$ cat src/rtl/wssq_pkg.sv
// Package for the wrapping sequence sorted queue: field widths, codes,
// controller/datapath command and status structs, and the recency function.
`default_nettype none

package wssq_pkg;

  localparam int SEQ_W      = 32;
  localparam int PAY_W      = 16;
  localparam int POS_W      = 6;
  localparam int OCC_W      = 7;
  localparam int STAT_W     = 2;
  localparam int CFG_ADDR_W = 3;
  localparam int CFG_DATA_W = 32;

  localparam logic OP_INSERT = 1'b0;
  localparam logic OP_LOOKUP = 1'b1;

  localparam logic [STAT_W-1:0] STAT_PLACED  = 2'd0;
  localparam logic [STAT_W-1:0] STAT_DROPPED = 2'd1;
  localparam logic [STAT_W-1:0] STAT_FULL    = 2'd2;

  // register index is paddr[2]
  localparam logic REG_MAX_SEQ = 1'b0;
  localparam logic [SEQ_W-1:0] MAX_SEQ_RESET = '1;

  typedef enum logic [1:0] {
    RA_IDX  = 2'd0,
    RA_ZERO = 2'd1,
    RA_TAIL = 2'd2,
    RA_PREV = 2'd3
  } rd_addr_t;

  typedef struct packed {
    logic              latch;
    logic              rd_en;
    rd_addr_t          rd_addr;
    logic              idx_clr;
    logic              idx_inc;
    logic              idx_dec;
    logic              idx_load_cnt;
    logic              pos_idx;
    logic              pos_cnt;
    logic              wr_shift;
    logic              wr_new;
    logic              cnt_inc;
    logic              found_set;
    logic              set_stat;
    logic [STAT_W-1:0] stat;
    logic              res_load;
  } dp_cmd_t;

  typedef struct packed {
    logic op;
    logic cnt_zero;
    logic cnt_full;
    logic seq_newer;   // request newer than the entry just read
    logic ent_newer;   // entry just read newer than the request
    logic hit;
    logic idx_last;
    logic shift_more;
    logic res_free;
  } dp_stat_t;

  // a is more recent than b, modulo the horizon h
  function automatic logic newer(input logic [SEQ_W-1:0] a,
                                 input logic [SEQ_W-1:0] b,
                                 input logic [SEQ_W-1:0] h);
    logic res;
    if (a > b) begin
      res = ((a - b) <= h);
    end else if (b > a) begin
      res = ((b - a) > h);
    end else begin
      res = 1'b0;
    end
    return res;
  endfunction

endpackage

`default_nettype wire

$ cat src/rtl/wssq_if.sv
// Valid/ready channel interfaces for request and result beats.
// Depends on wssq_pkg for field widths.
`default_nettype none

interface wssq_in_if;
  import wssq_pkg::*;
  logic               valid;
  logic               ready;
  logic               op;
  logic [SEQ_W-1:0]   sequence_req;
  logic [PAY_W-1:0]   payload;
  modport source (output valid, op, sequence_req, payload, input ready);
  modport sink   (input valid, op, sequence_req, payload, output ready);
endinterface

interface wssq_out_if;
  import wssq_pkg::*;
  logic               valid;
  logic               ready;
  logic               found;
  logic [STAT_W-1:0]  status;
  logic [POS_W-1:0]   position;
  logic [OCC_W-1:0]   occupancy;
  modport source (output valid, found, status, position, occupancy, input ready);
  modport sink   (input valid, found, status, position, occupancy, output ready);
endinterface

`default_nettype wire

$ cat src/rtl/wssq_regs.sv
// APB configuration register block: holds the sequence limit register.
// Depends on wssq_pkg.
`default_nettype none

module wssq_regs (
  input  logic                             clk,
  input  logic                             rst,
  input  logic                             psel,
  input  logic                             penable,
  input  logic                             pwrite,
  input  logic [wssq_pkg::CFG_ADDR_W-1:0]  paddr,
  input  logic [wssq_pkg::CFG_DATA_W-1:0]  pwdata,
  output logic [wssq_pkg::CFG_DATA_W-1:0]  prdata,
  output logic                             pready,
  output logic [wssq_pkg::SEQ_W-1:0]       max_seq
);
  import wssq_pkg::*;

  logic wr_hit;

  assign pready = 1'b1;
  assign wr_hit = psel && penable && pwrite && pready && (paddr[2] == REG_MAX_SEQ);

  always_ff @(posedge clk) begin
    if (rst) begin
      max_seq <= MAX_SEQ_RESET;
    end else if (wr_hit) begin
      max_seq <= pwdata[SEQ_W-1:0];
    end
  end

  assign prdata = (paddr[2] == REG_MAX_SEQ) ? max_seq : '0;

endmodule

`default_nettype wire

$ cat src/rtl/wssq_ctrl.sv
// Sequencer for the sorted queue: accepts a request, steps the datapath
// through head/tail checks, scan, shift and write. Depends on wssq_pkg.
`default_nettype none

module wssq_ctrl (
  input  logic               clk,
  input  logic               rst,
  input  logic               in_valid,
  output logic               in_ready,
  output wssq_pkg::dp_cmd_t  cmd,
  input  wssq_pkg::dp_stat_t st
);
  import wssq_pkg::*;

  typedef enum logic [11:0] {
    S_IDLE     = 12'b0000_0000_0001,
    S_DECIDE   = 12'b0000_0000_0010,
    S_HEAD_CMP = 12'b0000_0000_0100,
    S_TAIL_CMP = 12'b0000_0000_1000,
    S_SCAN_RD  = 12'b0000_0001_0000,
    S_SCAN_CMP = 12'b0000_0010_0000,
    S_LOOK_RD  = 12'b0000_0100_0000,
    S_LOOK_CMP = 12'b0000_1000_0000,
    S_SH_CHK   = 12'b0001_0000_0000,
    S_SH_WR    = 12'b0010_0000_0000,
    S_WR_NEW   = 12'b0100_0000_0000,
    S_DONE     = 12'b1000_0000_0000
  } state_t;

  state_t state, state_next;

  assign in_ready = (state == S_IDLE);

  always_ff @(posedge clk) begin
    if (rst) begin
      state <= S_IDLE;
    end else begin
      state <= state_next;
    end
  end

  always_comb begin
    cmd        = '0;
    state_next = state;
    case (state)
      S_IDLE: begin
        if (in_valid) begin
          cmd.latch  = 1'b1;
          state_next = S_DECIDE;
        end
      end
      S_DECIDE: begin
        if (st.op == OP_LOOKUP) begin
          if (st.cnt_zero) begin
            state_next = S_DONE;
          end else begin
            cmd.idx_clr = 1'b1;
            state_next  = S_LOOK_RD;
          end
        end else if (st.cnt_full) begin
          cmd.set_stat = 1'b1;
          cmd.stat     = STAT_FULL;
          state_next   = S_DONE;
        end else if (st.cnt_zero) begin
          state_next = S_WR_NEW;
        end else begin
          cmd.rd_en   = 1'b1;
          cmd.rd_addr = RA_ZERO;
          state_next  = S_HEAD_CMP;
        end
      end
      S_HEAD_CMP: begin
        // not newer than the head: goes to the front
        if (!st.seq_newer) begin
          cmd.idx_load_cnt = 1'b1;
          state_next       = S_SH_CHK;
        end else begin
          cmd.rd_en   = 1'b1;
          cmd.rd_addr = RA_TAIL;
          state_next  = S_TAIL_CMP;
        end
      end
      S_TAIL_CMP: begin
        if (st.seq_newer) begin
          cmd.pos_cnt = 1'b1;
          state_next  = S_WR_NEW;
        end else begin
          cmd.idx_clr = 1'b1;
          state_next  = S_SCAN_RD;
        end
      end
      S_SCAN_RD: begin
        cmd.rd_en   = 1'b1;
        cmd.rd_addr = RA_IDX;
        state_next  = S_SCAN_CMP;
      end
      S_SCAN_CMP: begin
        if (st.ent_newer) begin
          cmd.pos_idx      = 1'b1;
          cmd.idx_load_cnt = 1'b1;
          state_next       = S_SH_CHK;
        end else if (st.idx_last) begin
          // no slot found, typically equal to the tail
          cmd.set_stat = 1'b1;
          cmd.stat     = STAT_DROPPED;
          state_next   = S_DONE;
        end else begin
          cmd.idx_inc = 1'b1;
          state_next  = S_SCAN_RD;
        end
      end
      S_LOOK_RD: begin
        cmd.rd_en   = 1'b1;
        cmd.rd_addr = RA_IDX;
        state_next  = S_LOOK_CMP;
      end
      S_LOOK_CMP: begin
        if (st.hit) begin
          cmd.found_set = 1'b1;
          state_next    = S_DONE;
        end else if (st.idx_last) begin
          state_next = S_DONE;
        end else begin
          cmd.idx_inc = 1'b1;
          state_next  = S_LOOK_RD;
        end
      end
      S_SH_CHK: begin
        // move entries up from the tail down to the insert slot
        if (st.shift_more) begin
          cmd.rd_en   = 1'b1;
          cmd.rd_addr = RA_PREV;
          state_next  = S_SH_WR;
        end else begin
          state_next = S_WR_NEW;
        end
      end
      S_SH_WR: begin
        cmd.wr_shift = 1'b1;
        cmd.idx_dec  = 1'b1;
        state_next   = S_SH_CHK;
      end
      S_WR_NEW: begin
        cmd.wr_new  = 1'b1;
        cmd.cnt_inc = 1'b1;
        state_next  = S_DONE;
      end
      S_DONE: begin
        if (st.res_free) begin
          cmd.res_load = 1'b1;
          state_next   = S_IDLE;
        end
      end
      default: begin
        state_next = S_IDLE;
      end
    endcase
  end

endmodule

`default_nettype wire

$ cat src/rtl/wssq_dpath.sv
// Datapath of the sorted queue: entry memory, count, index and slot
// registers, recency compare, result register. Depends on wssq_pkg.
`default_nettype none

module wssq_dpath #(
  parameter int DEPTH = 64
) (
  input  logic                          clk,
  input  logic                          rst,
  input  wssq_pkg::dp_cmd_t             cmd,
  output wssq_pkg::dp_stat_t            st,
  input  logic [wssq_pkg::SEQ_W-1:0]    max_seq,
  input  logic                          in_op,
  input  logic [wssq_pkg::SEQ_W-1:0]    in_seq,
  input  logic [wssq_pkg::PAY_W-1:0]    in_pay,
  output logic                          res_valid,
  input  logic                          res_ready,
  output logic                          res_found,
  output logic [wssq_pkg::STAT_W-1:0]   res_status,
  output logic [wssq_pkg::POS_W-1:0]    res_position,
  output logic [wssq_pkg::OCC_W-1:0]    res_occupancy
);
  import wssq_pkg::*;

  localparam int AW = $clog2(DEPTH);
  localparam int CW = $clog2(DEPTH + 1);
  localparam int EW = SEQ_W + PAY_W;

  // entry: payload above, sequence in the low bits
  logic [EW-1:0]     mem [DEPTH];
  logic [EW-1:0]     rdata;
  logic [EW-1:0]     wdata;
  logic [AW-1:0]     raddr;
  logic [AW-1:0]     waddr;
  logic              we;

  logic [CW-1:0]     count;
  logic [CW-1:0]     idx;
  logic [CW-1:0]     cnt_m1;
  logic [CW-1:0]     idx_m1;
  logic [AW-1:0]     pos;
  logic              op_q;
  logic [SEQ_W-1:0]  seq_q;
  logic [PAY_W-1:0]  pay_q;
  logic [STAT_W-1:0] stat_q;
  logic              found_q;
  logic [SEQ_W-1:0]  rseq;
  logic [SEQ_W-1:0]  half;

  assign cnt_m1 = count - CW'(1);
  assign idx_m1 = idx - CW'(1);
  assign rseq   = rdata[SEQ_W-1:0];
  assign half   = max_seq >> 1;

  always_comb begin
    case (cmd.rd_addr)
      RA_IDX:  raddr = idx[AW-1:0];
      RA_ZERO: raddr = '0;
      RA_TAIL: raddr = cnt_m1[AW-1:0];
      RA_PREV: raddr = idx_m1[AW-1:0];
      default: raddr = '0;
    endcase
  end

  assign we    = cmd.wr_shift || cmd.wr_new;
  assign waddr = cmd.wr_new ? pos : idx[AW-1:0];
  assign wdata = cmd.wr_new ? {pay_q, seq_q} : rdata;

  always_ff @(posedge clk) begin
    if (we) begin
      mem[waddr] <= wdata;
    end
  end

  always_ff @(posedge clk) begin
    if (cmd.rd_en) begin
      rdata <= mem[raddr];
    end
  end

  always_ff @(posedge clk) begin
    if (rst) begin
      count <= '0;
    end else if (cmd.cnt_inc) begin
      count <= count + CW'(1);
    end
  end

  always_ff @(posedge clk) begin
    if (cmd.idx_clr) begin
      idx <= '0;
    end else if (cmd.idx_inc) begin
      idx <= idx + CW'(1);
    end else if (cmd.idx_dec) begin
      idx <= idx_m1;
    end else if (cmd.idx_load_cnt) begin
      idx <= count;
    end
  end

  always_ff @(posedge clk) begin
    if (cmd.latch) begin
      pos <= '0;
    end else if (cmd.pos_idx) begin
      pos <= idx[AW-1:0];
    end else if (cmd.pos_cnt) begin
      pos <= count[AW-1:0];
    end
  end

  always_ff @(posedge clk) begin
    if (cmd.latch) begin
      op_q    <= in_op;
      seq_q   <= in_seq;
      pay_q   <= in_pay;
      found_q <= 1'b0;
      stat_q  <= STAT_PLACED;
    end else begin
      if (cmd.found_set) begin
        found_q <= 1'b1;
      end
      if (cmd.set_stat) begin
        stat_q <= cmd.stat;
      end
    end
  end

  // result register, holds until the beat is taken
  always_ff @(posedge clk) begin
    if (rst) begin
      res_valid <= 1'b0;
    end else if (cmd.res_load) begin
      res_valid <= 1'b1;
    end else if (res_ready) begin
      res_valid <= 1'b0;
    end
  end

  always_ff @(posedge clk) begin
    if (cmd.res_load) begin
      res_found     <= found_q;
      res_status    <= stat_q;
      res_position  <= POS_W'(pos);
      res_occupancy <= OCC_W'(count);
    end
  end

  always_comb begin
    st.op         = op_q;
    st.cnt_zero   = (count == '0);
    st.cnt_full   = (count == CW'(DEPTH));
    st.seq_newer  = newer(seq_q, rseq, half);
    st.ent_newer  = newer(rseq, seq_q, half);
    st.hit        = (rseq == seq_q);
    st.idx_last   = ((idx + CW'(1)) == count);
    st.shift_more = (idx > CW'(pos));
    st.res_free   = !res_valid || res_ready;
  end

endmodule

`default_nettype wire

$ cat src/rtl/wrapping_sequence_sorted_queue.sv
// Top level of the wrapping sequence sorted queue: request/result channels,
// APB config port. Depends on wssq_pkg, wssq_if, wssq_regs, wssq_ctrl, wssq_dpath.
`default_nettype none

// Sorted packet queue holding up to DEPTH entries (sequence + payload) in a
// single-port-write memory, ordered oldest first with wrapping recency
// (horizon is half the sequence limit register). One request is handled at a
// time; the memory gives one registered read per cycle, so the work is a walk
// over entries. A lookup reads entries from the head until a hit or the last
// entry. An insert reads the head, then the tail; one between them scans for
// the first newer entry, and a scan that finds none drops the request. Entries
// from the tail down to the slot move up one at a time before the new entry is
// written. A full-queue reject and an insert into an empty queue read nothing.
// The next request is taken in the idle state that follows the result load.
// The result sits in an output register, so the next request can enter while
// the previous result waits; a second result then holds the sequencer in its
// last state until the register frees. The sequence limit is written over APB
// at byte address 0 and must only change while the queue is idle.
module wrapping_sequence_sorted_queue #(
  parameter int DEPTH = 64
) (
  input  logic                             clk,
  input  logic                             rst,
  wssq_in_if.sink                          cmd,
  wssq_out_if.source                       res,
  input  logic                             psel,
  input  logic                             penable,
  input  logic                             pwrite,
  input  logic [wssq_pkg::CFG_ADDR_W-1:0]  paddr,
  input  logic [wssq_pkg::CFG_DATA_W-1:0]  pwdata,
  output logic [wssq_pkg::CFG_DATA_W-1:0]  prdata,
  output logic                             pready
);
  import wssq_pkg::*;

  logic [SEQ_W-1:0] max_seq;
  dp_cmd_t          dp_cmd;
  dp_stat_t         dp_st;

  wssq_regs u_regs (
    .clk     (clk),
    .rst     (rst),
    .psel    (psel),
    .penable (penable),
    .pwrite  (pwrite),
    .paddr   (paddr),
    .pwdata  (pwdata),
    .prdata  (prdata),
    .pready  (pready),
    .max_seq (max_seq)
  );

  wssq_ctrl u_ctrl (
    .clk      (clk),
    .rst      (rst),
    .in_valid (cmd.valid),
    .in_ready (cmd.ready),
    .cmd      (dp_cmd),
    .st       (dp_st)
  );

  wssq_dpath #(
    .DEPTH (DEPTH)
  ) u_dpath (
    .clk           (clk),
    .rst           (rst),
    .cmd           (dp_cmd),
    .st            (dp_st),
    .max_seq       (max_seq),
    .in_op         (cmd.op),
    .in_seq        (cmd.sequence_req),
    .in_pay        (cmd.payload),
    .res_valid     (res.valid),
    .res_ready     (res.ready),
    .res_found     (res.found),
    .res_status    (res.status),
    .res_position  (res.position),
    .res_occupancy (res.occupancy)
  );

endmodule

`default_nettype wire

$ cat src/flat_wrapper.sv
// flat-port wrapper written by rule: the top's interface ports become plain ports
module wrapping_sequence_sorted_queue_flat import wssq_pkg::*;
#(
  parameter int DEPTH = 64
)
  (clk, rst, psel, penable, pwrite, paddr, pwdata, prdata, pready, cmd_valid, cmd_op, cmd_sequence_req, cmd_payload, cmd_ready, res_valid, res_found, res_status, res_position, res_occupancy, res_ready);
  wssq_in_if cmd_i ();
  wssq_out_if res_i ();
  input  logic clk;
  input  logic rst;
  input  logic psel;
  input  logic penable;
  input  logic pwrite;
  input  logic [wssq_pkg::CFG_ADDR_W-1:0] paddr;
  input  logic [wssq_pkg::CFG_DATA_W-1:0] pwdata;
  output logic [wssq_pkg::CFG_DATA_W-1:0] prdata;
  output logic pready;
  input wire logic [$bits(cmd_i.valid)-1:0] cmd_valid;
  input wire logic [$bits(cmd_i.op)-1:0] cmd_op;
  input wire logic [$bits(cmd_i.sequence_req)-1:0] cmd_sequence_req;
  input wire logic [$bits(cmd_i.payload)-1:0] cmd_payload;
  output wire logic [$bits(cmd_i.ready)-1:0] cmd_ready;
  output wire logic [$bits(res_i.valid)-1:0] res_valid;
  output wire logic [$bits(res_i.found)-1:0] res_found;
  output wire logic [$bits(res_i.status)-1:0] res_status;
  output wire logic [$bits(res_i.position)-1:0] res_position;
  output wire logic [$bits(res_i.occupancy)-1:0] res_occupancy;
  input wire logic [$bits(res_i.ready)-1:0] res_ready;
  assign cmd_i.valid = cmd_valid;
  assign cmd_i.op = cmd_op;
  assign cmd_i.sequence_req = cmd_sequence_req;
  assign cmd_i.payload = cmd_payload;
  assign cmd_ready = cmd_i.ready;
  assign res_valid = res_i.valid;
  assign res_found = res_i.found;
  assign res_status = res_i.status;
  assign res_position = res_i.position;
  assign res_occupancy = res_i.occupancy;
  assign res_i.ready = res_ready;
  wrapping_sequence_sorted_queue #(.DEPTH(DEPTH)) u_core (.clk(clk), .rst(rst), .cmd(cmd_i), .res(res_i), .psel(psel), .penable(penable), .pwrite(pwrite), .paddr(paddr), .pwdata(pwdata), .prdata(prdata), .pready(pready));
endmodule
$ cat config.mk
export PLATFORM = sky130hd
export DESIGN_NAME = wrapping_sequence_sorted_queue_flat
export DESIGN_NICKNAME = d
export VERILOG_FILES = /design/src/rtl/wssq_pkg.sv /design/src/rtl/wssq_if.sv /design/src/rtl/wssq_regs.sv /design/src/rtl/wssq_ctrl.sv /design/src/rtl/wssq_dpath.sv /design/src/rtl/wrapping_sequence_sorted_queue.sv /design/src/flat_wrapper.sv
export SDC_FILE = /design/constraint.sdc
export NUM_CORES = 2
export LEC_CHECK = 0
export BUFFER_PORTS_ARGS = -buffer_cell sky130_fd_sc_hd__buf_4
export CAP_MARGIN = 20
export CORE_MARGIN = 1.5
export CORE_UTILIZATION = 63
export DETAILED_ROUTE_END_ITERATION = 16
export GPL_TIMING_DRIVEN = 1
export PLACE_DENSITY = 0.77
export SYNTH_ARGS = -nofsm -noshare
export SYNTH_HDL_FRONTEND = slang
export SYNTH_SLANG_ARGS = --single-unit
export TNS_END_PERCENT = 20
$ cat constraint.sdc
create_clock -name clk -period 7.7 [get_ports clk]
set_clock_uncertainty 0.1 [all_clocks]
set_input_delay 0.385 -clock clk [delete_from_list [all_inputs] [get_ports clk]]
set_output_delay 0.385 -clock clk [all_outputs]
set_load 0.05 [all_outputs]
Yosys cells after proc, flatten, opt, wreduce, memory -nomap -nowiden
Memory sizes are Yosys's and may differ from the RTL's. A register that Yosys moved wholly into a read port is not among the register bits.
Cells that the tools add are included.
{"block": "word_totals", "regBits": 133, "wordCells": 126, "inputBits": 91, "ram_bits": 3072, "n_memories": 1}
{"block": "op_classes", "bitwise_logic": 1, "reduce_logical": 13, "mux": 63, "addsub": 6, "n_eq_ne": 20, "n_lt_le_gt_ge": 7}
{"name": "u_core.u_dpath.mem", "depth": 64, "width": 48, "read_ports": 1, "rd_clocked_by_memory_dff": 1, "wr": 1, "line_no": "wssq_dpath.sv:30", "source": "logic [EW-1:0] mem [DEPTH];"}
{"op": "case mux 12 bit (12 select lines)", "n": 1}
{"op": "2-to-1 mux 12 bit", "n": 9}
{"op": "greater-than comparator 32 x 31 -> 1 bit", "n": 2}
{"op": "greater-than comparator 32 bit", "n": 2}
{"op": "less-or-equal comparator 32 x 31 -> 1 bit", "n": 2}
{"op": "subtractor 32 bit", "n": 2}
{"op": "2-to-1 mux 48 bit", "n": 1}
{"op": "2-to-1 mux 11 bit", "n": 3}
{"op": "equality test 32 bit", "n": 1}
{"op": "2-to-1 mux 32 bit", "n": 1}
{"op": "2-to-1 mux 3 bit", "n": 9}
{"op": "2-to-1 mux 1 bit", "n": 24}
{"op": "case mux 6 bit (4 select lines)", "n": 1}
{"op": "2-to-1 mux 7 bit", "n": 3}
{"op": "2-to-1 mux 6 bit", "n": 3}
{"op": "adder 7 x 1 -> 7 bit, second input constant", "n": 2}
{"op": "equality test 12 x 1 -> 1 bit, second input constant", "n": 1}
{"op": "equality test 12 x 10 -> 1 bit, second input constant", "n": 1}
{"op": "equality test 12 x 11 -> 1 bit, second input constant", "n": 1}
{"op": "equality test 12 bit, second input constant", "n": 1}
{"op": "equality test 12 x 2 -> 1 bit, second input constant", "n": 1}
{"op": "equality test 12 x 3 -> 1 bit, second input constant", "n": 1}
{"op": "equality test 12 x 4 -> 1 bit, second input constant", "n": 1}
{"op": "equality test 12 x 5 -> 1 bit, second input constant", "n": 1}
{"op": "other kinds (28)", "n": 36}

Logic depth before layout (Yosys ltp)
{"block": "logic_depth", "word_depth": 9, "depth_mapped": 37, "mapped_depth_nobuf": 32}

Modules after synthesis
From an unflattened synthesis, not the netlist that was laid out.
{"block": "unflattened", "hier_cells": 5253, "hier_area_um2": 90712.0}
{"module": "wssq_dpath", "seq_area_each_um2": 64411.8, "cells_per_inst": 4953, "area_each_um2": 88178.3, "instances": 1}
{"module": "wssq_regs", "seq_area_each_um2": 640.6, "cells_per_inst": 177, "area_each_um2": 1537.7, "instances": 1}
{"module": "wssq_ctrl", "seq_area_each_um2": 240.2, "cells_per_inst": 123, "area_each_um2": 996.0, "instances": 1}

Worst setup path after synthesis
OpenSTA, ideal clock, no wires.
{"block": "synth_timing", "path_type": "flip-flop to flip-flop", "start": "register u_core.u_dpath.rdata[0], read port of u_core.u_dpath.mem", "end": "register u_core.u_dpath.rdata[31], read port of u_core.u_dpath.mem, data pin", "path_stages_with_launch": 36, "synth_period_minus_slack_ps": 6796, "arrival_time_ps": 6441, "setup_ps": 256, "t_required_ps": 7344, "setup_slack_ps": 904, "path_cell_list": "edfxtp_1 inv_1 ha_1 fa_1 nor2b_1 o21a_1 o21ai_0 a21oi_1 nor2_1 nor2_1 nor2_1 o21bai_1 a21o_1 a21boi_0 o21ai_0 a21oi_1 o21ai_0 xor2_1 ha_1 and2_1 a221o_1 nor4_1 o211ai_1 o211ai_1 or4b_4 a32o_1 buf_6 a32oi_4 nand2_2 buf_6 buf_2 a211oi_1 a31oi_1 a221oi_1 a21oi_1 and4_1"}
{"block": "synth_via", "elab_chain_len": 8, "word_cells_on_any_way": 15, "cone_classes": "add/sub (2); order compare (4); eq/ne (3); mux (5); reduce/logical (1)"}
{"element": "start: declaration", "line_no": "wssq_dpath.sv:31", "source": "logic [EW-1:0] rdata;"}
{"element": "subtractor 32 bit", "line_no": "wssq_pkg.sv:72", "source": "res = ((b - a) > h);"}
{"element": "greater-than comparator 32 x 31 -> 1 bit", "line_no": "wssq_pkg.sv:72"}
{"element": "2-to-1 mux 1 bit", "line_no": "wssq_pkg.sv:71", "source": "end else if (b > a) begin"}
{"element": "2-to-1 mux 1 bit (*)", "line_no": "wssq_pkg.sv:69", "source": "if (a > b) begin"}
{"element": "2-to-1 mux 3 bit (*)", "line_no": "wssq_ctrl.sv:74", "source": "if (!st.seq_newer) begin"}
{"element": "case mux 3 bit (4 select lines) (*)", "line_no": "wssq_ctrl.sv:45", "source": "case (state)"}
{"element": "equality test 2 bit, or another cell as far along", "line_no": "wssq_dpath.sv:56", "source": "case (cmd.rd_addr)"}
{"element": "case mux 6 bit (4 select lines)", "line_no": "wssq_dpath.sv:56"}
Mark *: on every way between the ends. The rest lies on a longest branch, timed or not.
A chain may end at the register's enable or synchronous reset.

Worst setup path after layout
{"block": "layout_timing", "start": "register u_core.u_dpath.rdata[1], read port of u_core.u_dpath.mem", "end": "register u_core.u_dpath.rdata[0], read port of u_core.u_dpath.mem, data pin"}
Same word-level chain as after synthesis.

==> summary.md <==
| Metric | Value |
|---|---|
| Status | `finished, violations left` |
| Failing checks | `setup timing` |
| Int Power | `18.9 mW` |
| Post-synthesis sequential area ratio | `71.0%` |
| EDFF count, synth | `2129` |
| CP Data Arrival Time | `8.34 ns` |
| Startpoint types | `register` |
| Max FO, Critical Path | `13` |
| Total routed wirelength | `298000 um` |
| Pwr/cell area | `216 nW/um^2` |
| # DRC | `0` |
| Final Util | `76.8%` |
| Skew-Pair Late Insertion Delay | `0.90 ns` |
| Post-Synthesis Cells | `7074` |
| Rel. slew slack | `25.9%` |
| HP Start | `penable` |
| FF-to-FF End | `u_core.u_dpath.rdata[0]` |
| Number of I/O pins | `142` |
| Final setup violation count | `16` |
| Synthesized area per cell | `13.0 sq um` |
| Non-filler cells, final | `9922` |
| Input/output buffers | `122` |
| Crit. Startpoint | `u_core.u_dpath.rdata[1]` |
| Synth area leader | `edfxtp_1` |
| Crit path largest cell delay | `0.56 ns` |
| Synth cell count leaders | `2129 x edfxtp_1, 1543 x nand2_1, 661 x a21oi_1` |
| Num Clock Sinks | `2197` |
| First-pass GRT wire length | `421000 um` |
| Critical Path End Type | `register` |
| Post-synthesis cell type count | `73` |
| Critical Path End | `u_core.u_dpath.rdata[0]` |
| RSZ-0062 raised after global routing | `yes` |
| DRT iter0 DRCs | `10700` |
| Fin. Hold Viols | `0` |
| WS Path Type | `register to register` |
| Gate power share | `3.3%` |
| Clk pwr share | `42.6%` |
| Root buffer cell | `clkbuf_16` |
| Final WS setup | `-0.143 ns` |
| Tmin final | `7.84 ns` |
| Initial antenna violation count | `16` |
| Die width | `385 um` |
| Post-DRT Antenna Nets | `0` |
| Crit Reg-Reg Startpoint | `u_core.u_dpath.rdata[1]` |
| Critical path buffers and inverters | `7` |
| Via total after detailed routing | `67200` |
| Placer Congestion | `0.965` |
| Fin. max-slew vios | `0` |
| Final worst-path cycle share | `102%` |
| Vias in the first global route | `65100` |
| Leak pwr | `40.9 nW` |
| Rows | `139` |
| Slew @ Worst Pin | `1.11 ns` |
| Max cap viols | `0` |
| Fmax | `0.128 GHz` |
| Leading register cell type out of synthesis | `edfxtp_1` |
| Top delay family on crit path | `compound AO/OA/AOI/OAI gates` |
| Area grow syn2layout | `20.5%` |
| Clock edge transition at the registers on the reported setup and hold paths | `0.07 ns` |
| DP HPWL | `180000 um` |
| Req. time, crit path | `8.19 ns` |
| Syn Nets | `7302` |
| Flop pwr share | `54.1%` |
| Net switching power figure | `5.04 mW` |
| CTS Buffer Depth | `3` |
| Post-DR vias/cell | `6.77` |
| Worst Reg-to-Reg Cells | `33` |
| Wire per inst | `30.0 um` |
| Deepest level of the CTS H-tree | `4` |
| Flop-to-flop setup slack | `-0.14 ns` |
| Asr flop ratio synth | `0%` |
| Crit-path slowest cell | `or4b_4` |
| Largest net degree at the start of global routing | `65` |
| Synth Warn # | `0` |
| Num CTS Buffers | `209` |
| GRT Residual Overflow | `0` |
| Peak VDD IR | `0.222 mV` |
| Yosys top cell area share | `69.5%` |
| Initial Utilization | `63.8%` |
| Drt pass-1 iters | `6` |
| Core ar. | `144000 sq um` |
| Die area | `148000 sq um` |
| Mapped Area | `91900 sq um` |
| Net Sw Frac | `21.1%` |
| CP dominant cell by count | `buf_4` |
| Die height | `385 um` |
| Fraction of layout instances using a drive strength above 1 | `19.5%` |
| CTS tree | `yes` |
| Count leader, synth | `edfxtp_1` |
| Synth area leaders | `edfxtp_1 70%, nand2_1 6.3%, a21oi_1 3.6%` |
| Worst min-delay path category | `input pin to register` |
| Synthesis-stage register bit count | `2197` |
| Number of cells on the critical path | `33` |
| Cell count after placement | `9404` |
| GR Util All Layers | `39.3%` |
| Final nets | `8067` |
| Hold path depth | `3` |
[registers in the layout, summed over array words and instances, names as in the netlist, 2 cells and up]
register                      count
u_core.u_ctrl.state              12
u_core.u_dpath.count              7
u_core.u_dpath.idx                7
u_core.u_dpath.mem             2048
u_core.u_dpath.pos                6
u_core.u_dpath.rdata             32
u_core.u_dpath.res_occupancy      7
u_core.u_dpath.res_position       6
u_core.u_dpath.res_status         2
u_core.u_dpath.seq_q             32
u_core.u_dpath.stat_q             2
u_core.u_regs.max_seq            32
[how the worst min path moves through the flow]
stage / endpoint / slack [ns]
floorplan: u_core.u_dpath.res_occupancy[2] / 0.31
global placement: u_core.u_dpath.res_status[1] / 0.31
detailed placement: u_core.u_dpath.res_status[0] / 0.32
CTS: u_core.u_dpath.op_q / 0.15
global route: u_core.u_regs.max_seq[4] / 0.05
finish: u_core.u_regs.max_seq[4] / 0.04
[cell usage in the layout, fill, tap and decap left out, drive strengths merged, types with 135 or more instances in the layout]
cell type | netlist | routed
clkbuf | 234 | 265
a21oi | 662 | 662
edfxtp | 2129 | 2129
nand3 | 238 | 238
nor2 | 232 | 232
nand2 | 1544 | 1544
buf | 210 | 914
inv | 132 | 142
mux2i | 231 | 231
ha | 135 | 135
[routing by layer]
metal  up-vias  track usage (%)  share of wire, %
met2      5693             60.4                45
met4        20             24.1               7.0
met1     32400             49.6                33
met3      1164             11.2                15
li1      27900                -                 -
met5         -                0             0.049
[power by group through the flow]
stage                     clock (mW)  combinational [mW]  sequential [mW]
after floorplan                    0               0.404             13.2
after global placement             0               0.698             13.2
after detailed placement           0               0.710             13.2
after CTS                       10.2               0.751             13.0
after global routing            10.6               0.837             13.0
final                           10.2               0.786             13.0
[layout make-up]
type,count,area (sq um)
diodes,1,2.50
clock buffers,259,5440
clock inverters,131,1330
fillers,7918,33400
inverters,132,495
multi-input cells,4302,26300
flip-flops and latches,2197,65300
well taps,1903,2380
repair buffers,997,9510
[cells by family after synthesis]
| group | synth area share (%) |
|---|---|
| AND/OR/NAND/NOR | 11.2 |
| flip-flops | 71.0 |
| AO/OA/AOI/OAI | 9.81 |
| buffers and inverters | 2.73 |
| multiplexers | 2.52 |
| adder cells (fa/ha/maj) | 1.88 |
| XOR/XNOR | 0.810 |
| other | 0.00408 |
[stage by stage]
| stage | area, sq um | setup slack, ns | power (mW) | hold WS (ns) | TNS (ns) |
|---|---|---|---|---|---|
| after floorplan | 91900 | 0.904 | 13.6 | 0.306 | 0 |
| after detailed placement | 101000 | -0.723 | 13.9 | 0.318 | -12.05 |
| final | 111000 | -0.143 | 24.0 | 0.0406 | -0.992 |
| after global placement | 101000 | -0.677 | 13.9 | 0.313 | -11.09 |
| after global routing | 111000 | -0.355 | 24.4 | 0.0533 | -7.95 |
| after CTS | 109000 | -0.0697 | 23.9 | 0.154 | -0.454 |
[worst min-delay path: stages]
cell     delay (ns)
buf_4          0.09
and4b_2        0.33
a211o_1        0.14
[timing repair]
item                                   CTS  global route
pin swaps                               32            92
resized for setup                      120           185
cloned                                   6             6
buffers inserted                        10            34
hold buffers                            72             0
endpoints found under the hold margin   83             0
setup endpoints to repair               32            32
(Power assumes the default switching activity.)
